$ cat src/hw/rtl/dtd_pkg.sv
`timescale 1ns / 1ps
// ----------------------------------------------------------------------------
// dtd_pkg
// Shared types and constants for the decimal text to double converter.
// ----------------------------------------------------------------------------
package dtd_pkg;

    // one parsed number handed from the scanner to the arithmetic unit
    typedef struct packed {
        logic        neg;
        logic [59:0] mant;
        logic [13:0] idc;
        logic [4:0]  kdc;
        logic        eneg;
        logic [13:0] ev;
    } job_t;

    localparam logic [13:0] COUNT_MAX = 14'h3FFF;
    localparam int          EXP_LIMIT = 511;

    localparam logic [63:0] DBL_INF = 64'h7FF0_0000_0000_0000;
    localparam logic [63:0] DBL_NAN = 64'hFFF8_0000_0000_0000;

    // 10^(2^i) as doubles
    localparam logic [63:0] POW10_TBL [0:8] = '{
        64'h4024_0000_0000_0000,
        64'h4059_0000_0000_0000,
        64'h40C3_8800_0000_0000,
        64'h4197_D784_0000_0000,
        64'h4341_C379_37E0_8000,
        64'h4693_B8B5_B505_6E17,
        64'h4D38_4F03_E93F_F9F5,
        64'h5A82_7748_F930_1D32,
        64'h7515_4FDD_7F73_BF3C
    };

endpackage

$ cat src/hw/rtl/dtd_front.sv
`timescale 1ns / 1ps
// ----------------------------------------------------------------------------
// dtd_front
// Character scanner: one char per cycle unless queue full; emits number jobs.
// ----------------------------------------------------------------------------
module dtd_front #(
    parameter int MAX_KEPT_DIGITS = 18
) (
    input  logic            aclk,
    input  logic            aresetn,
    input  logic            s_tvalid,
    output logic            s_tready,
    input  logic [7:0]      s_tdata,   // char_code
    input  logic [0:0]      s_tuser,   // starts_number
    input  logic            s_tlast,   // ends_text
    input  logic            q_full,
    output logic            push,
    output dtd_pkg::job_t   push_job
);

    typedef enum logic [2:0] {
        PH_SPACE, PH_SIGN, PH_MANT, PH_ESIGN, PH_EDIG
    } phase_t;

    localparam logic [7:0] CH_MINUS = 8'h2D;
    localparam logic [7:0] CH_PLUS  = 8'h2B;
    localparam logic [7:0] CH_POINT = 8'h2E;
    localparam logic [7:0] CH_E_LO  = 8'h65;
    localparam logic [7:0] CH_E_UP  = 8'h45;

    logic        open_reg, open_next;
    phase_t      phase_reg, phase_next;
    logic        neg_reg, neg_next;
    logic        point_reg, point_next;
    logic [59:0] mant_reg, mant_next;
    logic [4:0]  kdc_reg, kdc_next;
    logic [13:0] idc_reg, idc_next;
    logic        eneg_reg, eneg_next;
    logic [13:0] ev_reg, ev_next;

    logic        accept, stop, take_m, take_e, is_digit, is_space;
    logic [3:0]  dig;
    logic [17:0] ev_mul;

    assign s_tready = !q_full;
    assign accept   = s_tvalid && s_tready;
    assign dig      = s_tdata[3:0];
    assign is_digit = s_tdata inside {[8'd48:8'd57]};
    assign is_space = s_tdata inside {8'd32, [8'd9:8'd13]};

    always_comb begin
        open_next  = open_reg;
        phase_next = phase_reg;
        neg_next   = neg_reg;
        point_next = point_reg;
        mant_next  = mant_reg;
        kdc_next   = kdc_reg;
        idc_next   = idc_reg;
        eneg_next  = eneg_reg;
        ev_next    = ev_reg;
        stop       = 1'b0;
        take_m     = 1'b0;
        take_e     = 1'b0;
        ev_mul     = '0;
        if (s_tuser[0]) begin
            open_next  = 1'b1;
            phase_next = PH_SPACE;
            neg_next   = 1'b0;
            point_next = 1'b0;
            mant_next  = '0;
            kdc_next   = '0;
            idc_next   = '0;
            eneg_next  = 1'b0;
            ev_next    = '0;
        end
        case (phase_next)
            PH_SPACE: begin
                if (is_space) begin
                end else if (s_tdata == CH_MINUS) begin
                    neg_next   = 1'b1;
                    phase_next = PH_SIGN;
                end else if (s_tdata == CH_PLUS) begin
                    phase_next = PH_SIGN;
                end else if (is_digit) begin
                    take_m     = 1'b1;
                    phase_next = PH_MANT;
                end else if (s_tdata == CH_POINT) begin
                    point_next = 1'b1;
                    phase_next = PH_MANT;
                end else begin
                    stop = 1'b1;
                end
            end
            PH_SIGN, PH_MANT: begin
                if (is_digit) begin
                    take_m     = 1'b1;
                    phase_next = PH_MANT;
                end else if (s_tdata == CH_POINT && !point_next) begin
                    point_next = 1'b1;
                    phase_next = PH_MANT;
                end else if ((s_tdata == CH_E_LO || s_tdata == CH_E_UP) && kdc_next != '0) begin
                    phase_next = PH_ESIGN;
                end else begin
                    stop = 1'b1;
                end
            end
            PH_ESIGN: begin
                if (s_tdata == CH_MINUS) begin
                    eneg_next  = 1'b1;
                    phase_next = PH_EDIG;
                end else if (s_tdata == CH_PLUS) begin
                    phase_next = PH_EDIG;
                end else if (is_digit) begin
                    take_e     = 1'b1;
                    phase_next = PH_EDIG;
                end else begin
                    stop = 1'b1;
                end
            end
            PH_EDIG: begin
                if (is_digit) begin
                    take_e = 1'b1;
                end else begin
                    stop = 1'b1;
                end
            end
            default: begin
                stop = 1'b1;
            end
        endcase
        if (take_m) begin
            if (kdc_next < 5'(MAX_KEPT_DIGITS)) begin
                mant_next = (mant_next << 3) + (mant_next << 1) + 60'(dig);
                kdc_next  = kdc_next + 5'd1;
            end
            if (!point_next && idc_next != dtd_pkg::COUNT_MAX) begin
                idc_next = idc_next + 14'd1;
            end
        end
        if (take_e) begin
            ev_mul  = 18'({ev_next, 3'b000}) + 18'({ev_next, 1'b0}) + 18'(dig);
            ev_next = (ev_mul > 18'(dtd_pkg::COUNT_MAX)) ? dtd_pkg::COUNT_MAX : ev_mul[13:0];
        end
    end

    assign push          = accept && open_next && (stop || s_tlast);
    assign push_job.neg  = neg_next;
    assign push_job.mant = mant_next;
    assign push_job.idc  = idc_next;
    assign push_job.kdc  = kdc_next;
    assign push_job.eneg = eneg_next;
    assign push_job.ev   = ev_next;

    always_ff @(posedge aclk) begin
        if (!aresetn || (accept && push)) begin
            open_reg  <= 1'b0;
            phase_reg <= PH_SPACE;
            neg_reg   <= 1'b0;
            point_reg <= 1'b0;
            mant_reg  <= '0;
            kdc_reg   <= '0;
            idc_reg   <= '0;
            eneg_reg  <= 1'b0;
            ev_reg    <= '0;
        end else if (accept) begin
            open_reg  <= open_next;
            phase_reg <= phase_next;
            neg_reg   <= neg_next;
            point_reg <= point_next;
            mant_reg  <= mant_next;
            kdc_reg   <= kdc_next;
            idc_reg   <= idc_next;
            eneg_reg  <= eneg_next;
            ev_reg    <= ev_next;
        end
    end

endmodule

$ cat src/hw/rtl/dtd_queue.sv
`timescale 1ns / 1ps
// ----------------------------------------------------------------------------
// dtd_queue
// Small register FIFO of parsed number jobs between scanner and arithmetic.
// ----------------------------------------------------------------------------
module dtd_queue #(
    parameter int DEPTH = 2
) (
    input  logic          aclk,
    input  logic          aresetn,
    input  logic          push,
    input  dtd_pkg::job_t push_job,
    output logic          full,
    input  logic          pop,
    output dtd_pkg::job_t pop_job,
    output logic          job_valid
);

    localparam int AW = (DEPTH > 1) ? $clog2(DEPTH) : 1;
    localparam int CW = $clog2(DEPTH + 1);

    dtd_pkg::job_t mem_reg [DEPTH];
    logic [AW-1:0] wr_ptr_reg, rd_ptr_reg;
    logic [CW-1:0] cnt_reg;

    assign full      = (cnt_reg == CW'(DEPTH));
    assign job_valid = (cnt_reg != '0);
    assign pop_job   = mem_reg[rd_ptr_reg];

    always_ff @(posedge aclk) begin
        if (push) begin
            mem_reg[wr_ptr_reg] <= push_job;
        end
    end

    always_ff @(posedge aclk) begin
        if (!aresetn) begin
            wr_ptr_reg <= '0;
            rd_ptr_reg <= '0;
            cnt_reg    <= '0;
        end else begin
            if (push) begin
                wr_ptr_reg <= (wr_ptr_reg == AW'(DEPTH - 1)) ? '0 : wr_ptr_reg + AW'(1);
            end
            if (pop) begin
                rd_ptr_reg <= (rd_ptr_reg == AW'(DEPTH - 1)) ? '0 : rd_ptr_reg + AW'(1);
            end
            if (push && !pop) begin
                cnt_reg <= cnt_reg + CW'(1);
            end else if (pop && !push) begin
                cnt_reg <= cnt_reg - CW'(1);
            end
        end
    end

`ifndef SYNTHESIS
    a_no_overflow: assert property (@(posedge aclk) disable iff (!aresetn)
        (push && !pop) |-> (cnt_reg != CW'(DEPTH)))
        else $error("job queue overflow");
    a_no_underflow: assert property (@(posedge aclk) disable iff (!aresetn)
        pop |-> (cnt_reg != '0))
        else $error("job queue underflow");
    a_count_up: assert property (@(posedge aclk) disable iff (!aresetn)
        (push && !pop) |=> (cnt_reg == $past(cnt_reg) + CW'(1)))
        else $error("job queue count mismatch");
`endif

endmodule

$ cat src/hw/rtl/dtd_back.sv
`timescale 1ns / 1ps
// ----------------------------------------------------------------------------
// dtd_back
// Arithmetic sequencer: integer to double, power-of-ten scale, multiply or
// divide with round to nearest even, and the output register.
// ----------------------------------------------------------------------------
module dtd_back (
    input  logic          aclk,
    input  logic          aresetn,
    input  logic          job_valid,
    input  dtd_pkg::job_t job,
    output logic          job_pop,
    output logic          m_tvalid,
    input  logic          m_tready,
    output logic [63:0]   m_tdata,   // value_bits
    output logic [1:0]    m_tuser    // out_of_range, no_digits
);

    typedef enum logic [3:0] {
        ST_IDLE, ST_EXP, ST_NORM, ST_SCALE, ST_FINAL,
        ST_MUL, ST_MRND, ST_DIV, ST_DRND, ST_OUT
    } state_t;

    state_t             state_reg;
    dtd_pkg::job_t      job_reg;
    logic [59:0]        mant_reg;
    logic signed [13:0] ne_reg;
    logic               none_reg, range_reg, div_reg;
    logic [8:0]         mag_reg;
    logic               v_zero_reg;
    logic [52:0]        v_sig_reg;
    logic [10:0]        v_e_reg;
    logic               s_have_reg, s_inf_reg;
    logic [52:0]        s_sig_reg;
    logic [10:0]        s_e_reg;
    logic [3:0]         idx_reg;
    logic               fin_reg;
    logic [52:0]        ma_sig_reg, mb_sig_reg;
    logic [10:0]        ma_e_reg, mb_e_reg;
    logic [2:0]         mstep_reg;
    logic [53:0]        prod_reg;
    logic [105:0]       acc_reg;
    logic [53:0]        rem_reg;
    logic [54:0]        q_reg;
    logic [5:0]         dcnt_reg;
    logic signed [13:0] de_reg;
    logic [63:0]        res_reg;
    logic [63:0]        out_bits_reg;
    logic [1:0]         out_user_reg;
    logic               m_valid_reg;
    logic               out_load;

    function automatic logic [63:0] fp_round(input logic signed [13:0] e,
                                             input logic [54:0] sig,
                                             input logic st);
        logic [54:0]        s;
        logic [54:0]        mask;
        logic               stk;
        logic [5:0]         sh;
        logic signed [13:0] shf;
        logic [10:0]        ef;
        logic               inc;
        logic [63:0]        base;
        if (e >= 14'sd2047) begin
            return dtd_pkg::DBL_INF;
        end
        if (e <= 14'sd0) begin
            shf  = 14'sd1 - e;
            sh   = (shf > 14'sd55) ? 6'd55 : shf[5:0];
            mask = (55'd1 << sh) - 55'd1;
            s    = sig >> sh;
            stk  = st | (|(sig & mask));
            ef   = '0;
        end else begin
            s  = sig;
            stk = st;
            ef = e[10:0] - 11'd1;
        end
        inc  = s[1] & (s[0] | stk | s[2]);
        base = {1'b0, ef, 52'b0} + {11'b0, s[54:2]};
        return base + 64'(inc);
    endfunction

    // decimal exponent
    logic signed [16:0] e_base, e_dec, mag_full;
    logic               over;
    always_comb begin
        e_base   = $signed({3'b000, job_reg.idc}) - $signed({12'b0, job_reg.kdc});
        e_dec    = job_reg.eneg ? e_base - $signed({3'b000, job_reg.ev})
                                : e_base + $signed({3'b000, job_reg.ev});
        mag_full = e_dec[16] ? -e_dec : e_dec;
        over     = mag_full > 17'sd511;
    end

    // shared 27x27 partial product multiplier
    logic [26:0]  mul_a, mul_b;
    logic [53:0]  mul_p;
    logic [105:0] acc_add;
    always_comb begin
        case (mstep_reg[1:0])
            2'd0: begin
                mul_a = ma_sig_reg[26:0];
                mul_b = mb_sig_reg[26:0];
            end
            2'd1: begin
                mul_a = ma_sig_reg[26:0];
                mul_b = {1'b0, mb_sig_reg[52:27]};
            end
            2'd2: begin
                mul_a = {1'b0, ma_sig_reg[52:27]};
                mul_b = mb_sig_reg[26:0];
            end
            default: begin
                mul_a = {1'b0, ma_sig_reg[52:27]};
                mul_b = {1'b0, mb_sig_reg[52:27]};
            end
        endcase
        mul_p = mul_a * mul_b;
        case (mstep_reg)
            3'd1:       acc_add = 106'(prod_reg);
            3'd2, 3'd3: acc_add = 106'(prod_reg) << 27;
            default:    acc_add = 106'(prod_reg) << 54;
        endcase
    end

    // divider step
    logic        div_ge;
    logic [53:0] div_sel;
    always_comb begin
        div_ge  = rem_reg >= {1'b0, s_sig_reg};
        div_sel = div_ge ? rem_reg - {1'b0, s_sig_reg} : rem_reg;
    end

    // shared rounding
    logic signed [13:0] rnd_e;
    logic [54:0]        rnd_sig;
    logic               rnd_st, mhi;
    logic [63:0]        rnd_bits;
    always_comb begin
        mhi = acc_reg[105];
        case (state_reg)
            ST_NORM: begin
                rnd_e   = ne_reg;
                rnd_sig = mant_reg[59:5];
                rnd_st  = |mant_reg[4:0];
            end
            ST_MRND: begin
                rnd_e   = $signed({3'b000, ma_e_reg}) + $signed({3'b000, mb_e_reg})
                          - 14'sd1023 + $signed({13'b0, mhi});
                rnd_sig = mhi ? acc_reg[105:51] : acc_reg[104:50];
                rnd_st  = mhi ? |acc_reg[50:0] : |acc_reg[49:0];
            end
            default: begin
                rnd_e   = de_reg;
                rnd_sig = q_reg;
                rnd_st  = rem_reg != '0;
            end
        endcase
        rnd_bits = fp_round(rnd_e, rnd_sig, rnd_st);
    end

    assign job_pop  = (state_reg == ST_IDLE) && job_valid;
    assign out_load = (state_reg == ST_OUT) && (!m_valid_reg || m_tready);
    assign m_tvalid = m_valid_reg;
    assign m_tdata  = out_bits_reg;
    assign m_tuser  = out_user_reg;

    always_ff @(posedge aclk) begin
        if (!aresetn) begin
            state_reg    <= ST_IDLE;
            m_valid_reg  <= 1'b0;
            s_have_reg   <= 1'b0;
            s_inf_reg    <= 1'b0;
            idx_reg      <= '0;
            mstep_reg    <= '0;
            dcnt_reg     <= '0;
            fin_reg      <= 1'b0;
            out_user_reg <= '0;
        end else begin
            if (out_load) begin
                m_valid_reg <= 1'b1;
            end else if (m_tready) begin
                m_valid_reg <= 1'b0;
            end
            case (state_reg)
                ST_IDLE: begin
                    if (job_valid) begin
                        job_reg   <= job;
                        state_reg <= ST_EXP;
                    end
                end
                ST_EXP: begin
                    none_reg   <= (job_reg.kdc == '0);
                    range_reg  <= (job_reg.kdc != '0) && over;
                    mag_reg    <= over ? 9'(dtd_pkg::EXP_LIMIT) : mag_full[8:0];
                    div_reg    <= e_dec[16];
                    mant_reg   <= job_reg.mant;
                    ne_reg     <= 14'sd1082;
                    v_zero_reg <= (job_reg.mant == '0);
                    s_have_reg <= 1'b0;
                    s_inf_reg  <= 1'b0;
                    idx_reg    <= '0;
                    if (job_reg.kdc == '0) begin
                        res_reg   <= '0;
                        state_reg <= ST_OUT;
                    end else if (job_reg.mant == '0) begin
                        state_reg <= ST_SCALE;
                    end else begin
                        state_reg <= ST_NORM;
                    end
                end
                ST_NORM: begin
                    if (mant_reg[59]) begin
                        v_e_reg   <= rnd_bits[62:52];
                        v_sig_reg <= {1'b1, rnd_bits[51:0]};
                        state_reg <= ST_SCALE;
                    end else begin
                        mant_reg <= mant_reg << 1;
                        ne_reg   <= ne_reg - 14'sd1;
                    end
                end
                ST_SCALE: begin
                    if (idx_reg == 4'd9) begin
                        state_reg <= ST_FINAL;
                    end else begin
                        idx_reg <= idx_reg + 4'd1;
                        if (mag_reg[idx_reg]) begin
                            if (!s_have_reg) begin
                                s_have_reg <= 1'b1;
                                s_e_reg    <= dtd_pkg::POW10_TBL[idx_reg][62:52];
                                s_sig_reg  <= {1'b1, dtd_pkg::POW10_TBL[idx_reg][51:0]};
                            end else if (!s_inf_reg) begin
                                ma_sig_reg <= s_sig_reg;
                                ma_e_reg   <= s_e_reg;
                                mb_sig_reg <= {1'b1, dtd_pkg::POW10_TBL[idx_reg][51:0]};
                                mb_e_reg   <= dtd_pkg::POW10_TBL[idx_reg][62:52];
                                fin_reg    <= 1'b0;
                                mstep_reg  <= '0;
                                acc_reg    <= '0;
                                state_reg  <= ST_MUL;
                            end
                        end
                    end
                end
                ST_FINAL: begin
                    if (mag_reg == '0) begin
                        res_reg   <= v_zero_reg ? '0 : {1'b0, v_e_reg, v_sig_reg[51:0]};
                        state_reg <= ST_OUT;
                    end else if (div_reg) begin
                        if (v_zero_reg || s_inf_reg) begin
                            res_reg   <= '0;
                            state_reg <= ST_OUT;
                        end else begin
                            if (v_sig_reg < s_sig_reg) begin
                                rem_reg <= {v_sig_reg, 1'b0};
                                de_reg  <= $signed({3'b000, v_e_reg})
                                           - $signed({3'b000, s_e_reg}) + 14'sd1022;
                            end else begin
                                rem_reg <= {1'b0, v_sig_reg};
                                de_reg  <= $signed({3'b000, v_e_reg})
                                           - $signed({3'b000, s_e_reg}) + 14'sd1023;
                            end
                            q_reg     <= '0;
                            dcnt_reg  <= '0;
                            state_reg <= ST_DIV;
                        end
                    end else if (s_inf_reg) begin
                        res_reg   <= v_zero_reg ? dtd_pkg::DBL_NAN : dtd_pkg::DBL_INF;
                        state_reg <= ST_OUT;
                    end else if (v_zero_reg) begin
                        res_reg   <= '0;
                        state_reg <= ST_OUT;
                    end else begin
                        ma_sig_reg <= v_sig_reg;
                        ma_e_reg   <= v_e_reg;
                        mb_sig_reg <= s_sig_reg;
                        mb_e_reg   <= s_e_reg;
                        fin_reg    <= 1'b1;
                        mstep_reg  <= '0;
                        acc_reg    <= '0;
                        state_reg  <= ST_MUL;
                    end
                end
                ST_MUL: begin
                    if (mstep_reg < 3'd4) begin
                        prod_reg <= mul_p;
                    end
                    if (mstep_reg != 3'd0) begin
                        acc_reg <= acc_reg + acc_add;
                    end
                    if (mstep_reg == 3'd4) begin
                        state_reg <= ST_MRND;
                    end else begin
                        mstep_reg <= mstep_reg + 3'd1;
                    end
                end
                ST_MRND: begin
                    if (fin_reg) begin
                        res_reg   <= rnd_bits;
                        state_reg <= ST_OUT;
                    end else begin
                        if (rnd_bits[62:52] == 11'h7FF) begin
                            s_inf_reg <= 1'b1;
                        end else begin
                            s_e_reg   <= rnd_bits[62:52];
                            s_sig_reg <= {1'b1, rnd_bits[51:0]};
                        end
                        state_reg <= ST_SCALE;
                    end
                end
                ST_DIV: begin
                    rem_reg  <= {div_sel[52:0], 1'b0};
                    q_reg    <= {q_reg[53:0], div_ge};
                    dcnt_reg <= dcnt_reg + 6'd1;
                    if (dcnt_reg == 6'd54) begin
                        state_reg <= ST_DRND;
                    end
                end
                ST_DRND: begin
                    res_reg   <= rnd_bits;
                    state_reg <= ST_OUT;
                end
                ST_OUT: begin
                    if (out_load) begin
                        out_bits_reg <= res_reg ^ {job_reg.neg, 63'b0};
                        out_user_reg <= {none_reg, range_reg};
                        state_reg    <= ST_IDLE;
                    end
                end
                default: begin
                    state_reg <= ST_IDLE;
                end
            endcase
        end
    end

endmodule

$ cat src/hw/rtl/decimal_text_to_double.sv
`timescale 1ns / 1ps
// ----------------------------------------------------------------------------
// decimal_text_to_double
// Streaming decimal text to IEEE 754 double converter.
//
// Channel  Dir  Transfer      Payload (lowest bit first)
// s_       in   character     tdata: char_code; tuser: starts_number;
//                             tlast: ends_text
// m_       out  number        tdata: value_bits; tuser: out_of_range, no_digits
//
// The scanner takes one character per cycle and stalls only when the job
// queue is full. The arithmetic unit takes a number only when idle and
// works through it by one-bit normalization, double multiplies on the
// shared 27x27 multiplier, and the one-bit-per-cycle divider. Reset is
// synchronous and clears all control.
// ----------------------------------------------------------------------------
module decimal_text_to_double #(
    parameter int MAX_KEPT_DIGITS = 18,
    parameter int QUEUE_DEPTH     = 2
) (
    input  logic        aclk,
    input  logic        aresetn,
    input  logic        s_tvalid,
    output logic        s_tready,
    input  logic [7:0]  s_tdata,    // char_code
    input  logic [0:0]  s_tuser,    // starts_number
    input  logic        s_tlast,    // ends_text
    output logic        m_tvalid,
    input  logic        m_tready,
    output logic [63:0] m_tdata,    // value_bits
    output logic [1:0]  m_tuser     // out_of_range, no_digits
);

    dtd_pkg::job_t push_job, pop_job;
    logic          push, q_full, pop, job_valid;

    dtd_front #(
        .MAX_KEPT_DIGITS (MAX_KEPT_DIGITS)
    ) u_front (
        .aclk     (aclk),
        .aresetn  (aresetn),
        .s_tvalid (s_tvalid),
        .s_tready (s_tready),
        .s_tdata  (s_tdata),
        .s_tuser  (s_tuser),
        .s_tlast  (s_tlast),
        .q_full   (q_full),
        .push     (push),
        .push_job (push_job)
    );

    dtd_queue #(
        .DEPTH (QUEUE_DEPTH)
    ) u_queue (
        .aclk      (aclk),
        .aresetn   (aresetn),
        .push      (push),
        .push_job  (push_job),
        .full      (q_full),
        .pop       (pop),
        .pop_job   (pop_job),
        .job_valid (job_valid)
    );

    dtd_back u_back (
        .aclk      (aclk),
        .aresetn   (aresetn),
        .job_valid (job_valid),
        .job       (pop_job),
        .job_pop   (pop),
        .m_tvalid  (m_tvalid),
        .m_tready  (m_tready),
        .m_tdata   (m_tdata),
        .m_tuser   (m_tuser)
    );

endmodule
$ cat config.mk
export PLATFORM = sky130hd
export DESIGN_NAME = decimal_text_to_double
export DESIGN_NICKNAME = d
export VERILOG_FILES = /design/src/hw/rtl/dtd_pkg.sv /design/src/hw/rtl/dtd_front.sv /design/src/hw/rtl/dtd_queue.sv /design/src/hw/rtl/dtd_back.sv /design/src/hw/rtl/decimal_text_to_double.sv
export SDC_FILE = /design/constraint.sdc
export NUM_CORES = 2
export LEC_CHECK = 0
export CAP_MARGIN = 20
export CORE_ASPECT_RATIO = 1.2
export CORE_MARGIN = 1
export CORE_UTILIZATION = 47
export CTS_BUF_LIST = sky130_fd_sc_hd__clkbuf_2
export DETAILED_ROUTE_END_ITERATION = 16
export DONT_BUFFER_PORTS = 1
export PLACE_DENSITY = 0.6
export SLEW_MARGIN = 40
export SYNTH_ARGS = -nofsm -noshare
export SYNTH_HDL_FRONTEND = slang
export SYNTH_SLANG_ARGS = --single-unit
$ cat constraint.sdc
create_clock -name aclk -period 18.78 [get_ports aclk]
set_clock_uncertainty 0.15 [all_clocks]
set_input_delay 3.756 -clock aclk [delete_from_list [all_inputs] [get_ports aclk]]
set_output_delay 3.756 -clock aclk [all_outputs]
set_load 0.01 [all_outputs]
# Yosys cells after proc, flatten, opt, wreduce, memory -nomap -nowiden
# Memories as Yosys holds them, arrays and structs flattened. A register that Yosys moved wholly into a read port is not among the register bits.
# Index checks and enable logic that the tools add are counted.
[word_totals] reg_bits=880 mem_bits_rw=190 mem_bits_ro=1024 out_inout_bits=68 n_memories=2
[memory_table] memory="(name not given)" words=16 width=64 read_ports=1 rd_clocked_by_memory_dff=0 wr=0 line="dtd_back.sv:230" source="s_e_reg <= dtd_pkg::POW10_TBL[idx_reg][62:52];"
[memory_table] memory="u_queue.mem_reg" words=2 width=95 read_ports=1 rd_clocked_by_memory_dff=1 wr=1 line="dtd_queue.sv:22" source="dtd_pkg::job_t mem_reg [DEPTH];"
[classes] add_sub_neg=31 n_mul=1 order_cmp=15 n_eq_ne=59 shift=2 muxes=224 n_bitwise=9 reduce_logical=77
[ops] cell="2-to-1 mux 53 bit" count=22
[ops] cell="2-to-1 mux 106 bit" count=9
[ops] cell="2-to-1 mux 64 bit" count=10
[ops] cell="2-to-1 mux 55 bit" count=6
[ops] cell="case mux 106 bit (3 select lines)" count=1
[ops] cell="case mux 53 bit (2 select lines)" count=3
[ops] cell="case mux 64 bit (4 select lines)" count=1
[ops] cell="2-to-1 mux 11 bit" count=23
[ops] cell="2-to-1 mux 60 bit" count=4
[ops] cell="case mux 55 bit (2 select lines)" count=2
[ops] cell="2-to-1 mux 54 bit" count=4
[ops] cell="case mux 106 bit (2 select lines)" count=1
[ops] cell="2-to-1 mux 63 bit" count=3
[ops] cell="case mux 60 bit (2 select lines)" count=1
[ops] cell="2-to-1 mux 14 bit" count=8
[ops] cell="case mux 54 bit (2 select lines)" count=1
[ops] cell="adder 106 bit" count=1
[ops] cell="2-to-1 mux 4 bit" count=17
[ops] cell="case mux 11 bit (2 select lines)" count=3
[ops] cell="adder 63 x 53 -> 64 bit" count=1
[ops] cell="adder 64 x 1 -> 64 bit" count=1
[ops] cell="XOR 64 bit" count=1
[ops] cell="2-to-1 mux 3 bit" count=21
[ops] cell="adder 60 x 4 -> 60 bit" count=1
[ops] cell="other kinds (111)" count=273

# Logic depth before layout (Yosys ltp)
[depth] depth_word=23 ltp_mapped=46 mapped_depth_nobuf=43

# Modules after synthesis
# A second synthesis with hierarchy kept.
[unflattened] hier_cells=10617 area_unflattened_um2=99613.0
[modules_own_cells] mod="dtd_back" instances=1 cells_per_inst=8818 area_per_inst_um2=81349.3 seq_area_each_um2=25804.7
[modules_own_cells] mod="dtd_front" instances=1 cells_per_inst=1481 area_per_inst_um2=10979.3 seq_area_each_um2=2001.9
[modules_own_cells] mod="dtd_queue" instances=1 cells_per_inst=318 area_per_inst_um2=7284.5 seq_area_each_um2=5805.6

# Worst setup path after synthesis
# OpenSTA, ideal clock, no wires.
[synth_path] kind="reg2reg" startpoint="register u_back.acc_reg[105]" endpoint="register u_back.s_e_reg[0], enable pin" setup_time_ns=0.484 arrival_ns=11.133 path_slack_ns=7.013 stages_incl_launch_ff=33 n_path_buf=4 period_less_slack_ns=11.767 path_cell_list="edfxtp_1 buf_1 buf_1 clkbuf_1 buf_1 inv_1 ha_1 inv_1 ha_1 o211ai_1 a21oi_1 and4_1 and3_1 nand2_1 a222oi_1 nand2_2 o41ai_4 a21oi_1 nor2_2 mux2i_1 o22ai_1 a211oi_2 a22oi_1 a211oi_2 or4b_1 or4b_4 or4b_4 nor4_1 o2bb2ai_1 o21bai_2 nor4_1 and4_1 nor2_1"
[synth_between] elab_chain_len=20 word_cells_on_any_way=34
[synth_rtl] element="from (decl)" line="dtd_back.sv:42" source="logic [105:0] acc_reg;"
[synth_rtl] element="from (signal assigned)" line="dtd_back.sv:289" source="acc_reg <= acc_reg + acc_add;"
[synth_rtl] element="adder 14 x 2 -> 14 bit" line="dtd_back.sv:149" source="- 14'sd1023 + $signed({13'b0, mhi});"
[synth_rtl] element="case mux 14 bit (2 select lines)" line="dtd_back.sv:141" source="case (state_reg)"
[synth_rtl] element="subtractor 2 x 14 -> 14 bit" line="dtd_back.sv:68" source="shf = 14'sd1 - e;"
[synth_rtl] element="greater-than comparator 14 x 7 -> 1 bit" line="dtd_back.sv:69" source="sh = (shf > 14'sd55) ? 6'd55 : shf[5:0];"
[synth_rtl] element="2-to-1 mux 6 bit" line="dtd_back.sv:69"
[synth_rtl] element="left shift 1 x 6 -> 55 bit" line="dtd_back.sv:70" source="mask = (55'd1 << sh) - 55'd1;"
[synth_rtl] element="subtractor 55 x 1 -> 55 bit" line="dtd_back.sv:70"
[synth_rtl] element="bitwise AND 55 bit" line="dtd_back.sv:72" source="stk = st | (|(sig & mask));"
[synth_rtl] element="(+2 left out)"
[synth_rtl] element="2-to-1 mux 1 bit (2 in a row)" line="dtd_back.sv:67" source="if (e <= 14'sd0) begin"
[synth_rtl] element="OR 1 bit (2 in a row)" line="dtd_back.sv:79" source="inc = s[1] & (s[0] | stk | s[2]);"
[synth_rtl] element="bitwise AND 1 bit" line="dtd_back.sv:79"
[synth_rtl] element="adder 64 x 1 -> 64 bit" line="dtd_back.sv:81" source="return base + 64'(inc);"
[synth_rtl] element="2-to-1 mux 64 bit *" line="dtd_back.sv:67"
[synth_rtl] element="== test 11 bit *" line="dtd_back.sv:302" source="if (rnd_bits[62:52] == 11'h7FF) begin"
[synth_rtl] element="inequality test 2 bit (no source line) *"
[synth_rtl] element="AND reduction 7 bit (no source line) *"
[synth_rtl] element="to (signal assigned)" line="dtd_back.sv:230"
[synth_rtl] element="to (signal assigned)" line="dtd_back.sv:305" source="s_e_reg <= rnd_bits[62:52];"
[synth_rtl] element="to (decl)" line="dtd_back.sv:35" source="logic [10:0] s_e_reg;"
# Every way passes the cells marked *; elsewhere a longest branch is shown, timed or not. The select of a mux whose other input is x is not followed.
# A chain may end at the register's enable or synchronous reset.

# Worst setup path after layout
[layout_path] startpoint="register u_back.state_reg[1]" endpoint="register u_back.s_sig_reg[47], enable pin"
[layout_between] elab_chain_len=20 word_cells_on_any_way=39
[layout_rtl] element="from (decl)" line="dtd_back.sv:24" source="state_t state_reg;"
[layout_rtl] element="from (signal assigned)" line="dtd_back.sv:170" source="state_reg <= ST_IDLE;"
[layout_rtl] element="from (signal assigned)" line="dtd_back.sv:189" source="state_reg <= ST_EXP;"
[layout_rtl] element="from (signal assigned)" line="dtd_back.sv:205" source="state_reg <= ST_OUT;"
[layout_rtl] element="== test 4 x 3 -> 1 bit / == test 4 x 2 -> 1 bit (equally long branches)" line="dtd_back.sv:141, dtd_back.sv:185"
[layout_rtl] element="case mux 14 bit (2 select lines)" line="dtd_back.sv:141"
[layout_rtl] element="subtractor 2 x 14 -> 14 bit" line="dtd_back.sv:68"
[layout_rtl] element="greater-than comparator 14 x 7 -> 1 bit" line="dtd_back.sv:69"
[layout_rtl] element="2-to-1 mux 6 bit" line="dtd_back.sv:69"
[layout_rtl] element="left shift 1 x 6 -> 55 bit" line="dtd_back.sv:70"
[layout_rtl] element="subtractor 55 x 1 -> 55 bit" line="dtd_back.sv:70"
[layout_rtl] element="bitwise AND 55 bit" line="dtd_back.sv:72"
[layout_rtl] element="(+2 left out)"
[layout_rtl] element="2-to-1 mux 1 bit (2 in a row)" line="dtd_back.sv:67"
[layout_rtl] element="OR 1 bit (2 in a row)" line="dtd_back.sv:79"
[layout_rtl] element="bitwise AND 1 bit" line="dtd_back.sv:79"
[layout_rtl] element="adder 64 x 1 -> 64 bit" line="dtd_back.sv:81"
[layout_rtl] element="2-to-1 mux 64 bit" line="dtd_back.sv:67"
[layout_rtl] element="== test 11 bit" line="dtd_back.sv:302"
[layout_rtl] element="inequality test 2 bit (no source line)"
[layout_rtl] element="AND reduction 7 bit (no source line) *"
[layout_rtl] element="to (signal assigned)" line="dtd_back.sv:231" source="s_sig_reg <= {1'b1, dtd_pkg::POW10_TBL[idx_reg][51:0]};"
[layout_rtl] element="to (signal assigned)" line="dtd_back.sv:306" source="s_sig_reg <= {1'b1, rnd_bits[51:0]};"
[layout_rtl] element="to (decl)" line="dtd_back.sv:34" source="logic [52:0] s_sig_reg;"
# Marked as above.

==> qor.csv <==
stage;metric;value;unit
run_status;status;completed;
critical_path;critical-path-top-cell-by-count;sky130_fd_sc_hd__buf_4;
cts;numCtsBuffers;322;
run;drv_cap;0;
route;vias;79390;
cts;clock_sink_count;1162;
global_route;gr-usage-met1;40.96;%
logic_synthesis;synth.avg_cell_area;9.496;µm²
logic_synthesis;yosysSeqAreaShare;35.08;%
timing;timing.fmax;85.73;MHz
die;floorplan.die_area;205800;µm²
cts;hold_buffers;0;
logic_synthesis;syn_nets;11360;
timing;tightest_slew;1455;ps
global_route;vias_in_the_first_global_route;80150;
logic_synthesis;synth-edff-count;1035;
route;final_antenna_net_count;0;
die;fp.dieH;496.7;µm
timing;setup_viol_count_final;0;
critical_path;reg2reg_to;u_back.s_sig_reg[47];
worst_hold_path;worstHoldStart;u_back.res_reg[30];
route;routedWlPerCell;27.83;µm
global_route;grtUsageMet3;5.448;%
die;pin_count;82;
timing;finalCriticalPeriod;11660;ps
route;vias_per_cell;6.097;
timing;max-slew-margin-rel;2.971;%
timing;report.final.hold_viol_count;0;
timing;final.period_utilization;62.11;%
placement;post-dp-hpwl;275.9;mm
layout;flip_flop_count_of_the_largest_register_all_copies_and_words_added;190;
critical_path;setup.worst_path.end_class;register;
route;drtIter0Drc;7262;
logic_synthesis;ys_top_cells_by_area;sky130_fd_sc_hd__edfxtp_1 (32%), sky130_fd_sc_hd__fa_1 (13%), sky130_fd_sc_hd__ha_1 (8.1%);
global_route;grt_first_pass_wirelength;528.1;mm
timing;timing.setup.tns;0;ps
die;start_util;47.29;%
logic_synthesis;syn-cell-area;95850;µm²
critical_path;critical-path-slowest-cell;sky130_fd_sc_hd__dfxtp_1;
cts;cts_tree;built;
worst_hold_path;hold_path_depth;0;
route;drt_wl_total;362.5;mm
cts;insertion_delay;1970;ps
timing;final-max-slew-violation-count;0;
layout;area_grow_syn2layout;6.998;%
critical_path;required_time_of_the_critical_path;20230;ps
logic_synthesis;synth.ff_latch_count;1162;
global_route;gr-usage-all-layers;34.85;%
global_route;global_route.overflow_total;0;
critical_path;worstPathArrival;13110;ps
logic_synthesis;ys_dominant_reg_cell;sky130_fd_sc_hd__edfxtp_1;
route;drt_drc_violations_left;0;
logic_synthesis;synth.lib_cells_used.distinct;111;
die;core_region_area;202700;µm²
logic_synthesis;synth.yosys.warnings;0;
layout;final_nets;11390;
critical_path;regToRegSetupSlack;7120;ps
route;firstDrtPassIters;8;
critical_path;critical_path.startpoint_type;register;
logic_synthesis;synth.largest_area_cell;sky130_fd_sc_hd__edfxtp_1;
critical_path;critical_path.max_fanout;63;
logic_synthesis;synth_async_sr_flop_share;0;%
logic_synthesis;synth_top_cell_area_share;32.42;%
global_route;grt.met2_usage;58.02;%
cts;cts.root.buffer_cell;sky130_fd_sc_hd__clkbuf_2;
cts;buffers_from_clock_root_to_sink_at_most;4;
worst_hold_path;hold-path-endpoint;u_back.m_tdata[30];
critical_path;rr_worst_depth;34;
die;fp-row-count;181;
cts;cts-resized-gates;0;
timing;setup_repair_after_global_routing_missed_its_margin;no;
layout;fraction_of_layout_instances_using_a_drive_strength_above_1;10.34;%
cts;cts_setup_buffers;0;
global_route;antenna_violations_before_repair;11;
die;chipWidth;414.3;µm
logic_synthesis;syn-instance-count;10090;
placement;gp_routability_congestion;1.026;
global_route;grt_start_max_net_pins;127;
critical_path;timing.critical_path.slowest_cell_delay;750;ps
critical_path;crit-reg2reg-launch;u_back.state_reg[1];
cts;clock_tree.htree_level_count;5;
global_route;global_route.peak_usage_layer;met2;
placement;numPortBuffers;0;
critical_path;critPathKind;reg -> reg;
worst_hold_path;worstHoldPathType;reg -> reg;
cts;worst_setup_hold_path_clk_slew;120;ps
==> cell usage after synthesis, types with 130 or more instances <==
| library cell | instances |
|---|---|
| sky130_fd_sc_hd__a21o_1 | 178 |
| sky130_fd_sc_hd__a21oi_1 | 562 |
| sky130_fd_sc_hd__and2_1 | 184 |
| sky130_fd_sc_hd__clkbuf_1 | 376 |
| sky130_fd_sc_hd__edfxtp_1 | 1035 |
| sky130_fd_sc_hd__fa_1 | 634 |
| sky130_fd_sc_hd__ha_1 | 619 |
| sky130_fd_sc_hd__inv_1 | 927 |
| sky130_fd_sc_hd__mux2_2 | 199 |
| sky130_fd_sc_hd__mux2i_1 | 130 |
| sky130_fd_sc_hd__nand2_1 | 1307 |
| sky130_fd_sc_hd__nand3_1 | 195 |
| sky130_fd_sc_hd__nor2_1 | 878 |
| sky130_fd_sc_hd__nor2b_1 | 149 |
| sky130_fd_sc_hd__nor3_1 | 226 |
| sky130_fd_sc_hd__o21ai_0 | 515 |
| sky130_fd_sc_hd__xnor2_1 | 255 |
| sky130_fd_sc_hd__xor2_1 | 154 |
==> cell usage in the layout (no fill, tap or decap), drive strengths merged, types with 48 or more instances in the layout <==
cell type and count:
and3 49, ha 619, nor2 882, mux2i 130
or3 48, nand3 195, clkinv 94, a22o 101
edfxtp 1035, clkbuf 451, o22ai 58, fa 634
a22oi 49, nor4 77, dfxtp 127, nand4 69
xor2 154, nor3 227, nand2b 77, mux2 199
a31oi 56, o21ai 533, xnor2 255, a21oi 567
o211ai 87, buf 199, a211oi 99, o21bai 50
inv 931, and2 187, nor2b 149, nand2 1310
a21o 179
==> logic make-up (layout without fill, tap and decap cells) <==
group,Yosys count,in the layout,synth area share (%)
XOR/XNOR,410,410,3.761
buffers and inverters,1428,1689,5.669
AO/OA/AOI/OAI,2150,2150,14.57
adder cells (fa/ha/maj),1253,1253,21.32
AND/OR/NAND/NOR,3360,3360,15.86
flip-flops,1162,1162,35.08
multiplexers,331,331,3.742
other,0,14,0
==> how the worst max path moves through the flow <==
stage	from	endpoint	cells after the start
floorplan	u_back.acc_reg[105]	u_back.s_e_reg[0]	32
global placement	u_back.mb_e_reg[0]	u_back.s_sig_reg[34]	35
detailed placement	u_back.state_reg[1]	u_back.s_sig_reg[39]	34
CTS	u_back.state_reg[1]	u_back.s_e_reg[1]	34
global route	u_back.state_reg[1]	u_back.s_e_reg[1]	34
finish	u_back.state_reg[1]	u_back.s_sig_reg[47]	34
==> through the flow <==
step	std cells	util (%)	worst slack [ps]	hold WS, ps	area, µm²
floorplan	10090	-	7013	250.3	95850
global placement	12440	48.87	7239	251.5	99060
detailed placement	12450	49.02	7252	254.5	99360
CTS	13000	50.50	7194	179.8	102400
global route	13020	50.59	6316	213.4	102500
finish	13020	50.60	7115	211.8	102600
==> layer usage <==
layer	vias up	part of all wire [%]
met5	-	0.011
met4	6	8.3
met3	982	6.8
met2	3471	47
met1	39420	38
li1	35520	-
==> worst max-delay path, delay by kind of cell, from the launching register on <==
| family | cells | cell delay (ps) |
|---|---|---|
| simple gates | 10 | 3610 |
| compound gates | 13 | 3120 |
| buf+inv | 7 | 2400 |
| flops | 1 | 750 |
| fa+ha+maj | 2 | 470 |
| mux | 1 | 410 |
| xor+xnor | 1 | 290 |
==> layout make-up <==
class | instances | area (µm²)
fillers | 18980 | 100100
clock buffers | 448 | 2242
repair buffers | 202 | 1624
flip-flops and latches | 1162 | 33630
inverters | 932 | 3498
well taps | 2653 | 3319
multi-input cells | 7504 | 57460
diodes | 14 | 35.03
clock inverters | 107 | 758.2
Power is left out: the tool's default activity adds up to more than one toggle a clock period on the data nets, which glitch-free logic cannot reach.
